===== src/rtl/core/asdrc_pkg.sv =====
// ----------------------------------------------------------------------------
// asdrc_pkg
// Shared widths, pipeline payload types and helpers for the stick
// dead-zone and radial clamp pipeline.
// ----------------------------------------------------------------------------
package asdrc_pkg;

    localparam int FRAC_BITS   = 8;

    localparam int RAW_W       = 8;
    localparam int AXIS_W      = 8;
    localparam int MAG_W       = 8;
    localparam int DZ_W        = 7;
    localparam int OFS_W       = 7;
    localparam int MAXR_W      = 8;
    localparam int CFG_W       = 8;

    localparam int SUM_W       = 2 * MAG_W;
    localparam int RAD_W       = SUM_W + 2 * FRAC_BITS;
    localparam int ROOT_W      = RAD_W / 2;
    localparam int SREM_W      = ROOT_W + 2;
    localparam int SQRT_STEPS  = 2;
    localparam int SQRT_STAGES = (ROOT_W + SQRT_STEPS - 1) / SQRT_STEPS;

    localparam int MAXF_W      = MAXR_W + FRAC_BITS;
    localparam int NUM_W       = MAG_W + FRAC_BITS + MAXF_W;
    localparam int QUO_W       = MAG_W - 1 + FRAC_BITS;
    localparam int DREM_W      = NUM_W - QUO_W;
    localparam int DIV_STEPS   = 2;
    localparam int DIV_STAGES  = (QUO_W + DIV_STEPS - 1) / DIV_STEPS;

    localparam int OUT_AXIS_W  = 17;
    localparam int OUT_MAG_W   = 16;
    localparam int RES_W       = 2 * OUT_AXIS_W + OUT_MAG_W;
    localparam int IN_TDATA_W  = ((2 * RAW_W + 7) / 8) * 8;
    localparam int OUT_TDATA_W = ((RES_W + 7) / 8) * 8;

    // register indexes on the configuration port
    typedef enum logic [1:0] {
        CFG_DEAD_ZONE     = 2'd0,
        CFG_CENTER_OFFSET = 2'd1,
        CFG_MAX_MAG       = 2'd2,
        CFG_SPARE         = 2'd3
    } t_cfg_reg;

    typedef struct packed {
        logic [DZ_W-1:0]   dead_zone;
        logic [OFS_W-1:0]  center_offset;
        logic [MAXR_W-1:0] max_mag;
    } t_cfg;

    typedef struct packed {
        logic signed [AXIS_W-1:0] ay;
        logic signed [AXIS_W-1:0] ax;
    } t_vec;

    typedef struct packed {
        t_vec             vec;
        logic [SUM_W-1:0] sum;
    } t_sum_item;

    typedef struct packed {
        t_vec              vec;
        logic [ROOT_W-1:0] root;
    } t_root_item;

    typedef struct packed {
        logic        [OUT_MAG_W-1:0]  mag;
        logic signed [OUT_AXIS_W-1:0] y;
        logic signed [OUT_AXIS_W-1:0] x;
    } t_result;

    function automatic logic [MAG_W-1:0] axis_mag(logic signed [AXIS_W-1:0] a);
        return a[AXIS_W-1] ? MAG_W'(-a) : MAG_W'(a);
    endfunction

endpackage


===== src/rtl/core/asdrc_cond.sv =====
// ----------------------------------------------------------------------------
// asdrc_cond
// Dead zone and centre pull per axis, then sum of squares. Two stages.
// ----------------------------------------------------------------------------
module asdrc_cond (
    input  logic                                i_clk,
    input  logic                                i_rst_n,
    input  asdrc_pkg::t_cfg                     i_cfg,
    input  logic                                i_valid,
    output logic                                o_ready,
    input  logic signed [asdrc_pkg::RAW_W-1:0]  i_raw_x,
    input  logic signed [asdrc_pkg::RAW_W-1:0]  i_raw_y,
    output logic                                o_valid,
    input  logic                                i_ready,
    output asdrc_pkg::t_sum_item                o_item
);
    import asdrc_pkg::*;

    logic [1:0] r_vld;
    logic [1:0] w_en;
    t_vec       r_vec;
    t_vec       n_vec;
    t_sum_item  r_item;
    t_sum_item  n_item;
    logic [SUM_W-1:0] w_sq_x;
    logic [SUM_W-1:0] w_sq_y;

    function automatic logic signed [AXIS_W-1:0] cond_axis(logic signed [RAW_W-1:0] raw,
                                                           t_cfg cfg);
        logic [MAG_W-1:0]         mag;
        logic signed [AXIS_W-1:0] ofs;
        mag = axis_mag(raw);
        ofs = AXIS_W'(cfg.center_offset);
        if (mag < MAG_W'(cfg.dead_zone)) begin
            return '0;
        end else if (raw[RAW_W-1]) begin
            return raw + ofs;
        end else begin
            return raw - ofs;
        end
    endfunction

    always_comb begin
        w_en[1] = !r_vld[1] || i_ready;
        w_en[0] = !r_vld[0] || w_en[1];
    end

    assign o_ready = w_en[0];
    assign o_valid = r_vld[1];
    assign o_item  = r_item;

    always_comb begin
        n_vec.ax = cond_axis(i_raw_x, i_cfg);
        n_vec.ay = cond_axis(i_raw_y, i_cfg);
    end

    assign w_sq_x = SUM_W'(axis_mag(r_vec.ax)) * SUM_W'(axis_mag(r_vec.ax));
    assign w_sq_y = SUM_W'(axis_mag(r_vec.ay)) * SUM_W'(axis_mag(r_vec.ay));

    always_comb begin
        n_item.vec = r_vec;
        n_item.sum = w_sq_x + w_sq_y;
    end

    always_ff @(posedge i_clk) begin
        if (!i_rst_n) begin
            r_vld <= '0;
        end else begin
            if (w_en[0]) begin
                r_vld[0] <= i_valid;
            end
            if (w_en[1]) begin
                r_vld[1] <= r_vld[0];
            end
        end
    end

    always_ff @(posedge i_clk) begin
        if (w_en[0]) begin
            r_vec <= n_vec;
        end
        if (w_en[1]) begin
            r_item <= n_item;
        end
    end

endmodule


===== src/rtl/core/asdrc_sqrt.sv =====
// ----------------------------------------------------------------------------
// asdrc_sqrt
// Pipelined digit-by-digit square root of the sum of squares, scaled by
// the fraction bits. Two root bits per stage, truncated result.
// ----------------------------------------------------------------------------
module asdrc_sqrt (
    input  logic                  i_clk,
    input  logic                  i_rst_n,
    input  logic                  i_valid,
    output logic                  o_ready,
    input  asdrc_pkg::t_sum_item  i_item,
    output logic                  o_valid,
    input  logic                  i_ready,
    output asdrc_pkg::t_root_item o_item
);
    import asdrc_pkg::*;

    typedef struct packed {
        logic [SREM_W-1:0] rem;
        logic [ROOT_W-1:0] root;
        logic [RAD_W-1:0]  rad;
    } t_slane;

    typedef struct packed {
        t_slane lane;
        t_vec   vec;
    } t_sstage;

    logic [SQRT_STAGES-1:0] r_vld;
    logic [SQRT_STAGES-1:0] w_en;
    logic [SQRT_STAGES-1:0] w_vld_in;
    t_sstage                r_st [SQRT_STAGES];

    function automatic t_slane sqrt_steps(t_slane lane_in, int base);
        t_slane            lane;
        logic [SREM_W-1:0] rem_sh;
        logic [SREM_W-1:0] trial;
        lane   = lane_in;
        rem_sh = '0;
        trial  = '0;
        for (int j = 0; j < SQRT_STEPS; j++) begin
            if (base + j < ROOT_W) begin
                rem_sh   = {lane.rem[SREM_W-3:0], lane.rad[RAD_W-1 -: 2]};
                lane.rad = {lane.rad[RAD_W-3:0], 2'b00};
                trial    = {lane.root, 2'b01};
                if (rem_sh >= trial) begin
                    lane.rem  = rem_sh - trial;
                    lane.root = {lane.root[ROOT_W-2:0], 1'b1};
                end else begin
                    lane.rem  = rem_sh;
                    lane.root = {lane.root[ROOT_W-2:0], 1'b0};
                end
            end
        end
        return lane;
    endfunction

    always_comb begin
        w_en[SQRT_STAGES-1] = !r_vld[SQRT_STAGES-1] || i_ready;
        for (int k = SQRT_STAGES - 2; k >= 0; k--) begin
            w_en[k] = !r_vld[k] || w_en[k + 1];
        end
    end

    assign w_vld_in    = {r_vld[SQRT_STAGES-2:0], i_valid};
    assign o_ready     = w_en[0];
    assign o_valid     = r_vld[SQRT_STAGES-1];
    assign o_item.vec  = r_st[SQRT_STAGES-1].vec;
    assign o_item.root = r_st[SQRT_STAGES-1].lane.root;

    always_ff @(posedge i_clk) begin
        if (!i_rst_n) begin
            r_vld <= '0;
        end else begin
            for (int k = 0; k < SQRT_STAGES; k++) begin
                if (w_en[k]) begin
                    r_vld[k] <= w_vld_in[k];
                end
            end
        end
    end

    for (genvar k = 0; k < SQRT_STAGES; k++) begin : g_stage
        t_sstage w_in;
        t_sstage n_st;

        if (k == 0) begin : g_head
            always_comb begin
                w_in.vec       = i_item.vec;
                w_in.lane.rem  = '0;
                w_in.lane.root = '0;
                w_in.lane.rad  = {i_item.sum, {(2 * FRAC_BITS){1'b0}}};
            end
        end else begin : g_body
            assign w_in = r_st[k - 1];
        end

        always_comb begin
            n_st.vec  = w_in.vec;
            n_st.lane = sqrt_steps(w_in.lane, k * SQRT_STEPS);
        end

        always_ff @(posedge i_clk) begin
            if (w_en[k]) begin
                r_st[k] <= n_st;
            end
        end
    end

endmodule


===== src/rtl/core/asdrc_scale.sv =====
// ----------------------------------------------------------------------------
// asdrc_scale
// Radial clamp: compare length with the limit, form max * |axis|, divide
// both axes by the length in a restoring pipeline, then select and sign.
// ----------------------------------------------------------------------------
module asdrc_scale (
    input  logic                  i_clk,
    input  logic                  i_rst_n,
    input  asdrc_pkg::t_cfg       i_cfg,
    input  logic                  i_valid,
    output logic                  o_ready,
    input  asdrc_pkg::t_root_item i_item,
    output logic                  o_valid,
    input  logic                  i_ready,
    output asdrc_pkg::t_result    o_res
);
    import asdrc_pkg::*;

    localparam int NS = DIV_STAGES + 2;

    typedef struct packed {
        logic [DREM_W-1:0] rem;
        logic [QUO_W-1:0]  quo;
        logic [QUO_W-1:0]  low;
    } t_dlane;

    typedef struct packed {
        logic [NUM_W-1:0]  num_x;
        logic [NUM_W-1:0]  num_y;
        logic [ROOT_W-1:0] len;
        logic              clamp;
        t_vec              vec;
    } t_pre;

    typedef struct packed {
        t_dlane            x;
        t_dlane            y;
        logic [ROOT_W-1:0] len;
        logic              clamp;
        t_vec              vec;
    } t_dstage;

    logic [NS-1:0]     r_vld;
    logic [NS-1:0]     w_en;
    logic [NS-1:0]     w_vld_in;
    logic [MAXF_W-1:0] w_maxf;
    t_pre              r_pre;
    t_pre              n_pre;
    t_dstage           r_dst [DIV_STAGES];
    t_result           r_res;
    t_result           n_res;

    function automatic t_dlane div_steps(t_dlane lane_in, logic [ROOT_W-1:0] len, int base);
        t_dlane            lane;
        logic [DREM_W-1:0] rem_sh;
        lane   = lane_in;
        rem_sh = '0;
        for (int j = 0; j < DIV_STEPS; j++) begin
            if (base + j < QUO_W) begin
                rem_sh   = {lane.rem[DREM_W-2:0], lane.low[QUO_W-1]};
                lane.low = {lane.low[QUO_W-2:0], 1'b0};
                if (rem_sh >= {1'b0, len}) begin
                    lane.rem = rem_sh - {1'b0, len};
                    lane.quo = {lane.quo[QUO_W-2:0], 1'b1};
                end else begin
                    lane.rem = rem_sh;
                    lane.quo = {lane.quo[QUO_W-2:0], 1'b0};
                end
            end
        end
        return lane;
    endfunction

    always_comb begin
        w_en[NS-1] = !r_vld[NS-1] || i_ready;
        for (int k = NS - 2; k >= 0; k--) begin
            w_en[k] = !r_vld[k] || w_en[k + 1];
        end
    end

    assign w_vld_in = {r_vld[NS-2:0], i_valid};
    assign o_ready  = w_en[0];
    assign o_valid  = r_vld[NS-1];
    assign o_res    = r_res;
    assign w_maxf   = {i_cfg.max_mag, {FRAC_BITS{1'b0}}};

    always_ff @(posedge i_clk) begin
        if (!i_rst_n) begin
            r_vld <= '0;
        end else begin
            for (int k = 0; k < NS; k++) begin
                if (w_en[k]) begin
                    r_vld[k] <= w_vld_in[k];
                end
            end
        end
    end

    // numerators |axis| * 2^f * max * 2^f
    always_comb begin
        n_pre.num_x = NUM_W'({axis_mag(i_item.vec.ax), {FRAC_BITS{1'b0}}}) * NUM_W'(w_maxf);
        n_pre.num_y = NUM_W'({axis_mag(i_item.vec.ay), {FRAC_BITS{1'b0}}}) * NUM_W'(w_maxf);
        n_pre.len   = i_item.root;
        n_pre.clamp = i_item.root > w_maxf;
        n_pre.vec   = i_item.vec;
    end

    always_ff @(posedge i_clk) begin
        if (w_en[0]) begin
            r_pre <= n_pre;
        end
    end

    for (genvar k = 0; k < DIV_STAGES; k++) begin : g_div
        t_dstage w_in;
        t_dstage n_st;

        if (k == 0) begin : g_head
            always_comb begin
                w_in.x.rem = r_pre.num_x[NUM_W-1:QUO_W];
                w_in.x.quo = '0;
                w_in.x.low = r_pre.num_x[QUO_W-1:0];
                w_in.y.rem = r_pre.num_y[NUM_W-1:QUO_W];
                w_in.y.quo = '0;
                w_in.y.low = r_pre.num_y[QUO_W-1:0];
                w_in.len   = r_pre.len;
                w_in.clamp = r_pre.clamp;
                w_in.vec   = r_pre.vec;
            end
        end else begin : g_body
            assign w_in = r_dst[k - 1];
        end

        always_comb begin
            n_st       = w_in;
            n_st.x     = div_steps(w_in.x, w_in.len, k * DIV_STEPS);
            n_st.y     = div_steps(w_in.y, w_in.len, k * DIV_STEPS);
        end

        always_ff @(posedge i_clk) begin
            if (w_en[k + 1]) begin
                r_dst[k] <= n_st;
            end
        end
    end

    always_comb begin
        t_dstage last;
        last = r_dst[DIV_STAGES-1];
        if (last.clamp) begin
            n_res.x   = last.vec.ax[AXIS_W-1] ? -OUT_AXIS_W'(last.x.quo)
                                              : OUT_AXIS_W'(last.x.quo);
            n_res.y   = last.vec.ay[AXIS_W-1] ? -OUT_AXIS_W'(last.y.quo)
                                              : OUT_AXIS_W'(last.y.quo);
            n_res.mag = OUT_MAG_W'(w_maxf);
        end else begin
            n_res.x   = {{(OUT_AXIS_W - AXIS_W - FRAC_BITS){last.vec.ax[AXIS_W-1]}},
                         last.vec.ax, {FRAC_BITS{1'b0}}};
            n_res.y   = {{(OUT_AXIS_W - AXIS_W - FRAC_BITS){last.vec.ay[AXIS_W-1]}},
                         last.vec.ay, {FRAC_BITS{1'b0}}};
            n_res.mag = OUT_MAG_W'(last.len);
        end
    end

    always_ff @(posedge i_clk) begin
        if (w_en[NS-1]) begin
            r_res <= n_res;
        end
    end

endmodule


===== src/rtl/core/analog_stick_deadzone_radial_clamp.sv =====
// ----------------------------------------------------------------------------
// analog_stick_deadzone_radial_clamp
// Stick conditioning: per-axis dead zone and centre pull, vector length,
// radial clamp to a configurable maximum, 8 fraction bit output.
// ----------------------------------------------------------------------------
// The block takes one transaction per clock while the output is not held and
// no stage is stalled, and returns one result per transaction, in order: the
// axis conditioning and sum of squares, then the square root (two root bits
// per stage), then the clamp compare, multiply, 15-bit restoring divide (two
// quotient bits per stage) and output register. Every stage holds its own
// valid bit and moves up into an empty slot, so input is still taken while a
// finished result waits. Configuration writes take effect at once and are
// meant for an empty pipeline.
module analog_stick_deadzone_radial_clamp (
    input  logic                                i_clk,
    input  logic                                i_rst_n,
    input  logic                                i_s_axis_tvalid,
    output logic                                o_s_axis_tready,
    // raw_x, raw_y
    input  logic [asdrc_pkg::IN_TDATA_W-1:0]    i_s_axis_tdata,
    output logic                                o_m_axis_tvalid,
    input  logic                                i_m_axis_tready,
    // stick_x, stick_y, stick_mag, zero padding
    output logic [asdrc_pkg::OUT_TDATA_W-1:0]   o_m_axis_tdata,
    input  logic                                i_cfg_we,
    input  logic [1:0]                          i_cfg_idx,
    input  logic [asdrc_pkg::CFG_W-1:0]         i_cfg_wdata
);
    import asdrc_pkg::*;

    localparam logic [DZ_W-1:0]   DEAD_ZONE_RST     = DZ_W'(8);
    localparam logic [OFS_W-1:0]  CENTER_OFFSET_RST = OFS_W'(6);
    localparam logic [MAXR_W-1:0] MAX_MAG_RST       = MAXR_W'(64);

    t_cfg       r_cfg;
    logic       w_c_valid;
    logic       w_c_ready;
    t_sum_item  w_c_item;
    logic       w_r_valid;
    logic       w_r_ready;
    t_root_item w_r_item;
    t_result    w_res;

    always_ff @(posedge i_clk) begin
        if (!i_rst_n) begin
            r_cfg.dead_zone     <= DEAD_ZONE_RST;
            r_cfg.center_offset <= CENTER_OFFSET_RST;
            r_cfg.max_mag       <= MAX_MAG_RST;
        end else if (i_cfg_we) begin
            unique case (t_cfg_reg'(i_cfg_idx))
                CFG_DEAD_ZONE: begin
                    r_cfg.dead_zone <= i_cfg_wdata[DZ_W-1:0];
                end
                CFG_CENTER_OFFSET: begin
                    r_cfg.center_offset <= i_cfg_wdata[OFS_W-1:0];
                end
                CFG_MAX_MAG: begin
                    r_cfg.max_mag <= i_cfg_wdata[MAXR_W-1:0];
                end
                default: begin
                end
            endcase
        end
    end

    asdrc_cond u_cond (
        .i_clk   (i_clk),
        .i_rst_n (i_rst_n),
        .i_cfg   (r_cfg),
        .i_valid (i_s_axis_tvalid),
        .o_ready (o_s_axis_tready),
        .i_raw_x (i_s_axis_tdata[RAW_W-1:0]),
        .i_raw_y (i_s_axis_tdata[2*RAW_W-1:RAW_W]),
        .o_valid (w_c_valid),
        .i_ready (w_c_ready),
        .o_item  (w_c_item)
    );

    asdrc_sqrt u_sqrt (
        .i_clk   (i_clk),
        .i_rst_n (i_rst_n),
        .i_valid (w_c_valid),
        .o_ready (w_c_ready),
        .i_item  (w_c_item),
        .o_valid (w_r_valid),
        .i_ready (w_r_ready),
        .o_item  (w_r_item)
    );

    asdrc_scale u_scale (
        .i_clk   (i_clk),
        .i_rst_n (i_rst_n),
        .i_cfg   (r_cfg),
        .i_valid (w_r_valid),
        .o_ready (w_r_ready),
        .i_item  (w_r_item),
        .o_valid (o_m_axis_tvalid),
        .i_ready (i_m_axis_tready),
        .o_res   (w_res)
    );

    assign o_m_axis_tdata = {{(OUT_TDATA_W - RES_W){1'b0}}, w_res};

endmodule

===== config.mk =====
export PLATFORM = sky130hd
export DESIGN_NAME = analog_stick_deadzone_radial_clamp
export DESIGN_NICKNAME = d
export VERILOG_FILES = /design/src/rtl/core/asdrc_pkg.sv /design/src/rtl/core/asdrc_cond.sv /design/src/rtl/core/asdrc_sqrt.sv /design/src/rtl/core/asdrc_scale.sv /design/src/rtl/core/analog_stick_deadzone_radial_clamp.sv
export SDC_FILE = /design/constraint.sdc
export NUM_CORES = 2
export LEC_CHECK = 0
export BUFFER_PORTS_ARGS = -buffer_cell sky130_fd_sc_hd__buf_2
export CORE_MARGIN = 4
export CORE_UTILIZATION = 61
export CTS_CLUSTER_SIZE = 8
export DETAILED_ROUTE_END_ITERATION = 10
export PLACE_DENSITY_LB_ADDON = 0.12
export SYNTH_ARGS = -nofsm -noshare
export SYNTH_HDL_FRONTEND = slang
export SYNTH_HIERARCHICAL = 1
export SYNTH_SLANG_ARGS = --single-unit

===== constraint.sdc =====
create_clock -name i_clk -period 20.8 [get_ports i_clk]
set_input_delay 4.16 -clock i_clk [delete_from_list [all_inputs] [get_ports i_clk]]
set_output_delay 4.16 -clock i_clk [all_outputs]
set_load 0.03 [all_outputs]

### Yosys cells after proc, flatten, opt, wreduce, memory -nomap -nowiden

Memories as Yosys holds them, arrays and structs flattened.
Index checks and enable logic that the tools add are counted.
Widths: inputs -> output; s select.

* register bits: 203
* bits in latches: 0
* ROM bits: 0
* memories kept: 2
* bits in writable memories: 1624
* output and inout bits: 58

* add/sub/neg operators: 59
* multiplexer cells: 89
* multiply operators: 4
* eq/ne operators: 2
* bitwise gates (word level): 0
* shift-type cells: 0
* div/mod/pow operators: 0
* $lt $le $gt $ge: 49
* reductions and logical operators: 44

Memory list
* u_scale.r_dst: words 8, bits a word 125, read ports 8, clocked after memory_dff 0, write ports 8, line asdrc_scale.sv:49 `t_dstage r_dst [DIV_STAGES];`
* u_sqrt.r_st: words 8, bits a word 78, read ports 8, clocked after memory_dff 0, write ports 8, line asdrc_sqrt.sv:32 `t_sstage r_st [SQRT_STAGES];`

Operator list (count)
* $mux 32: 24
* $ge 17x16->1: 30
* $mux 31: 14
* $sub 16x16->16: 21
* $mux 34: 8
* $sub 17x16->17: 16
* $ge 18x18->1: 15
* $sub 18x18->18: 8
* $mux 8: 8
* $mux 50: 1
* $neg 8->8: 6
* $mux 17: 2
* $neg 15->17: 2
* $mul 8x8->16: 2
* $mux 1: 32
* $mul 8x8->15: 2
* $logic_not 1->1: 20
* $logic_or 1x1->1: 20
* $add 16x16->16: 1
* $add 8x8->8: 2
* $gt 16x16->1: 1
* $lt 8x7->1: 2
* $sub 8x8->8: 2
* $reduce_and 2->1: 3
* 5 further kinds: 5

### Longest topological paths before layout

* depth in word-level cells: 21
* gate-level depth with buffers: 25
* gate-level depth less buffers: 24

### By module

Netlist, hierarchy kept.

By module, submodules not included
* asdrc_scale: area each 53187.3 µm², sequential area each 22511.6 µm², cells an instance 4938, instances 1
* asdrc_sqrt: area each 18184.9 µm², sequential area each 9949.5 µm², cells an instance 1536, instances 1
* asdrc_cond: area each 6582.6 µm², sequential area each 1481.4 µm², cells an instance 662, instances 1
* analog_stick_deadzone_radial_clamp: area each 910.9 µm², sequential area each 440.4 µm², cells an instance 94, instances 1

### Worst setup path after synthesis

OpenSTA, ideal clock, no wires.

* path type: input -> output
* start: input i_m_axis_tready
* end: output o_s_axis_tready
* path buffers: 0
* arrival: 11667 ps
* setup slack: 4973 ps
* required time: 16640 ps
* stages: 15
* cell sequence: nor2b_1 and3_1 and3_1 and2_1 nand2_1 nor2_1 nand3_1 nor2b_1 and2_1 and3_1 and3_1 and2_1 nand2_1 nor2b_1 nand2_1

* longest elaborated chain between the ends: 20

Ends and longest elaborated chain
* start: declaration: line analog_stick_deadzone_radial_clamp.sv:22 `input logic i_m_axis_tready,`
* $logic_or 1x1->1: line asdrc_scale.sv:75 `w_en[NS-1] = !r_vld[NS-1] || i_ready;`
* $logic_or 1x1->1 (6 in a row): line asdrc_scale.sv:77 `w_en[k] = !r_vld[k] || w_en[k + 1];`
* net u_scale.w_en[3]: line asdrc_scale.sv:44 `logic [NS-1:0] w_en;`
* $logic_or 1x1->1 (3 in a row): line asdrc_scale.sv:77
* net w_r_ready: line analog_stick_deadzone_radial_clamp.sv:40 `logic w_r_ready;`
* $logic_or 1x1->1: line asdrc_sqrt.sv:59 `w_en[SQRT_STAGES-1] = !r_vld[SQRT_STAGES-1] || i_ready;`
* $logic_or 1x1->1 (7 in a row): line asdrc_sqrt.sv:61 `w_en[k] = !r_vld[k] || w_en[k + 1];`
* net w_c_ready: line analog_stick_deadzone_radial_clamp.sv:37 `logic w_c_ready;`
* $logic_or 1x1->1: line asdrc_cond.sv:44 `w_en[1] = !r_vld[1] || i_ready;`
* $logic_or 1x1->1: line asdrc_cond.sv:45 `w_en[0] = !r_vld[0] || w_en[1];`
* end: declaration: line analog_stick_deadzone_radial_clamp.sv:18 `output logic o_s_axis_tready,`

The timed path passes the listed nets, and every way through them passes these cells.

### Final worst setup path

Ends and elaborated chain as after synthesis.

==> impl_results.md <==
- Measured slew at the worst slew-check pin: 1.15 ns
- Met1 global-route usage: 35.1%
- Initial antenna violation count: 3
- Most common cell after layout, fill and taps aside: sky130_fd_sc_hd__edfxtp_1
- Count of input and output buffers: 82
- Average footprint of a synthesized cell: 10.9 µm²
- Number of distinct library cells after synthesis: 122
- Worst-skew pair later-pin latency: 0.78 ns
- Async S/R FF share, synth: 0%
- Most used DFF post-synth: sky130_fd_sc_hd__edfxtp_1
- WL final: 186000 µm
- Worst Setup End Kind: output port
- Global-route layer with the greatest usage: met2
- #FFs+latches synth: 1159
- Num ports: 89
- Die Span X: 368 µm
- H-tree depth: 4
- Worst hold path class: reg2reg
- Iteration-0 DRC Markers: 4253
- Setup TNS after final layout: 0 ns
- Die outline area: 135000 µm²
- Post CTS Setup Buffer Count: 0
- Total CTS buffers: 165
- Site row count: 131
- Number of remaining DRC errors: 0
- Hold buffers post-CTS: 0
- Area delta synth->final: 9.06%
- Fill cells: 9731
- Worst-path fanout max: 65
- GRT Resource Usage Total: 27.1%
- TritonCTS clock tree: yes
- Commonest cells after routing, fill and taps aside: sky130_fd_sc_hd__edfxtp_1 (1117), sky130_fd_sc_hd__ha_1 (756), sky130_fd_sc_hd__nor2_1 (591)
- Setup Skew: 0.0617 ns
- Number of enable flip-flop cells after synthesis: 1117
- Critical Path Start Type: primary input
- Final weighted congestion in routability-driven placement: 0.928
- Total count of max-transition violations in the final report: 0
- Area occupied by multi-input gates: 41800 µm²
- Vertical extent of the die: 368 µm
- Sequential share of the synthesized area: 43.6%
- Share of final-layout standard cells stronger than drive strength 1: 9.86%
- Final setup fails: 0
- Max capacitance violation total: 0
- Maximum buffer depth of the clock tree: 3
- Clock Pin Slew Worst Setup and Hold Paths: 0.05 ns
- Unrepaired setup endpoints after global routing: no
- Clk Tree Root Cell: sky130_fd_sc_hd__clkbuf_16
- Maximum number of pins on one net before global-route repair: 80
- Vias per cell: 6.03
- Met3 layer usage reported by global route: 3.40%
- Run status: finished, final reports clean
- Effective utilization at floorplan: 61.6%
- Number of nets still failing antenna checks after routing: 0
- Synth warnings: 6
- First-pass GRT wire length: 293000 µm
- Final global-route overflow total: 0
- Post-synthesis cell area: 78900 µm²
- Category of the most critical setup path: in2out
- Period Utilization, post-route: 68.1%
- Worst slew margin relative to its limit: 23.2%
- Final net count: 8360
- Data arrival time at the worst-slack endpoint: 10.01 ns
- Final critical-path required period: 14.17 ns
- Detailed-placement wirelength estimate: 141000 µm
- Wire length per cell: 20.2 µm
- Number of instances in the synthesized netlist: 7230
- Via count of the first global-routing pass: 54400
- Post-cts resize count: 0
- Final hold violations: 0
- Area taken by flip-flops and latches: 34400 µm²
- Area of the placeable core: 128000 µm²
- DR vias: 55500
- Required time at the endpoint of the critical path: 16.64 ns
- Maximum achievable frequency: 0.0706 GHz
- DRT Pass-1 Iters: 8
- Total clock sinks: 1159
- Met2 usage: 46.7%
state kept, by name, summed over array words and instances, names as in the netlist:
signal and cells:
u_scale/g_div.w_in 30, u_scale/r_vld 10, u_cond/r_vld 2, u_cond/n_item 16, u_cond/o_item 32, u_sqrt/r_vld 8
u_scale/g_div.n_st 33, u_scale/r_dst 630, r_cfg 22, u_sqrt/r_st 326, u_scale/o_res 50
stage by stage:
stage	utilization, %	setup slack [ns]	instance area, µm²	cells	hold slack [ns]
5_1_grt	67.2	6.01	86000	9207	0.386
6_report	67.2	6.63	86000	9207	0.382
3_3_place_gp	63.4	6.88	81200	8970	0.400
3_5_place_dp	63.4	6.68	81200	8970	0.405
4_1_cts	67.2	6.62	86000	9205	0.385
2_1_floorplan	-	4.97	78900	7246	0.400
final timing paths:
kind / from / to / slack [ns] / depth (start not counted)
worst max register to register: u_cond/n_item[24] / u_cond/o_item[15] / 13.57 / 20
worst max-delay path: i_m_axis_tready / o_s_axis_tready / 6.63 / 18
worst min-delay path: u_sqrt/r_st[1][82] / u_sqrt/r_st[1][156] / 0.38 / 0
worst min register to register: u_sqrt/r_st[1][82] / u_sqrt/r_st[1][156] / 0.38 / 0
cell type report:
cell class | instances | area share (%)
multi-input combinational | 5380 | 48.6
sequential | 1159 | 40.0
clock buffer | 214 | 5.03
inverter | 588 | 2.57
tap | 1729 | 2.52
timing repair buffer | 114 | 0.756
clock inverter | 21 | 0.548
antenna | 2 | 0.00582
worst max-delay path: stages:
cell	delay (ns)
sky130_fd_sc_hd__buf_2	0.10
sky130_fd_sc_hd__nor2b_1	0.31
sky130_fd_sc_hd__and3_1	0.37
sky130_fd_sc_hd__and3_1	0.27
sky130_fd_sc_hd__and2_1	0.26
sky130_fd_sc_hd__nand2_4	0.26
sky130_fd_sc_hd__nor2_1	0.46
sky130_fd_sc_hd__nand3_4	0.10
sky130_fd_sc_hd__buf_4	0.36
sky130_fd_sc_hd__nor2b_1	0.32
sky130_fd_sc_hd__and2_1	0.28
sky130_fd_sc_hd__and3_1	0.30
sky130_fd_sc_hd__and3_1	0.23
sky130_fd_sc_hd__and2_1	0.23
sky130_fd_sc_hd__nand2_2	0.58
sky130_fd_sc_hd__nor2b_1	0.47
sky130_fd_sc_hd__nand2_1	0.48
sky130_fd_sc_hd__buf_2	0.35
metal layers:
layer / vias to the layer above / share of wire (%) / routed length (µm)
met1: 26700 / 42 / 78800
met5: - / 0.0070 / 13
met4: 2 / 4.0 / 7520
met2: 1583 / 49 / 90800
li1: 26800 / - / -
met3: 374 / 4.7 / 8800
cells by family (layout without fill, tap and decap cells):
group,after synthesis,after routing,share of synthesized area [%]
flip-flops,1159,1159,43.6
AO/OA/AOI/OAI,1669,1669,13.8
XOR/XNOR,562,562,6.25
other,4,22,0.0190
multiplexers,362,362,5.15
AND/OR/NAND/NOR,1846,1846,11.4
buffers and inverters,707,937,3.55
adder cells (fa/ha/maj),921,921,16.2
synthesized netlist by cell type (all sizes together), types with 55 or more instances:
cell	number	share of area [%]
a21o	194	1.8
nand2b	103	0.82
nor2b	112	0.89
a211oi	60	0.59
o21a	135	1.3
buf	63	0.49
nor3	135	0.86
edfxtp	1117	43
o21ai	380	2.4
a31oi	67	0.53
nand3	117	0.75
fa	165	4.2
nor2	595	2.8
and2	83	0.66
nand2	397	1.9
clkbuf	56	0.27
xor2	183	2.0
xnor2	379	4.2
a21oi	445	2.8
nand4	68	0.54
ha	756	12
inv	583	2.8
o31ai	55	0.57
mux2	316	4.6
Power is not shown: default switching activity piles up to over one toggle a cycle in this logic, so the estimate is an artifact.
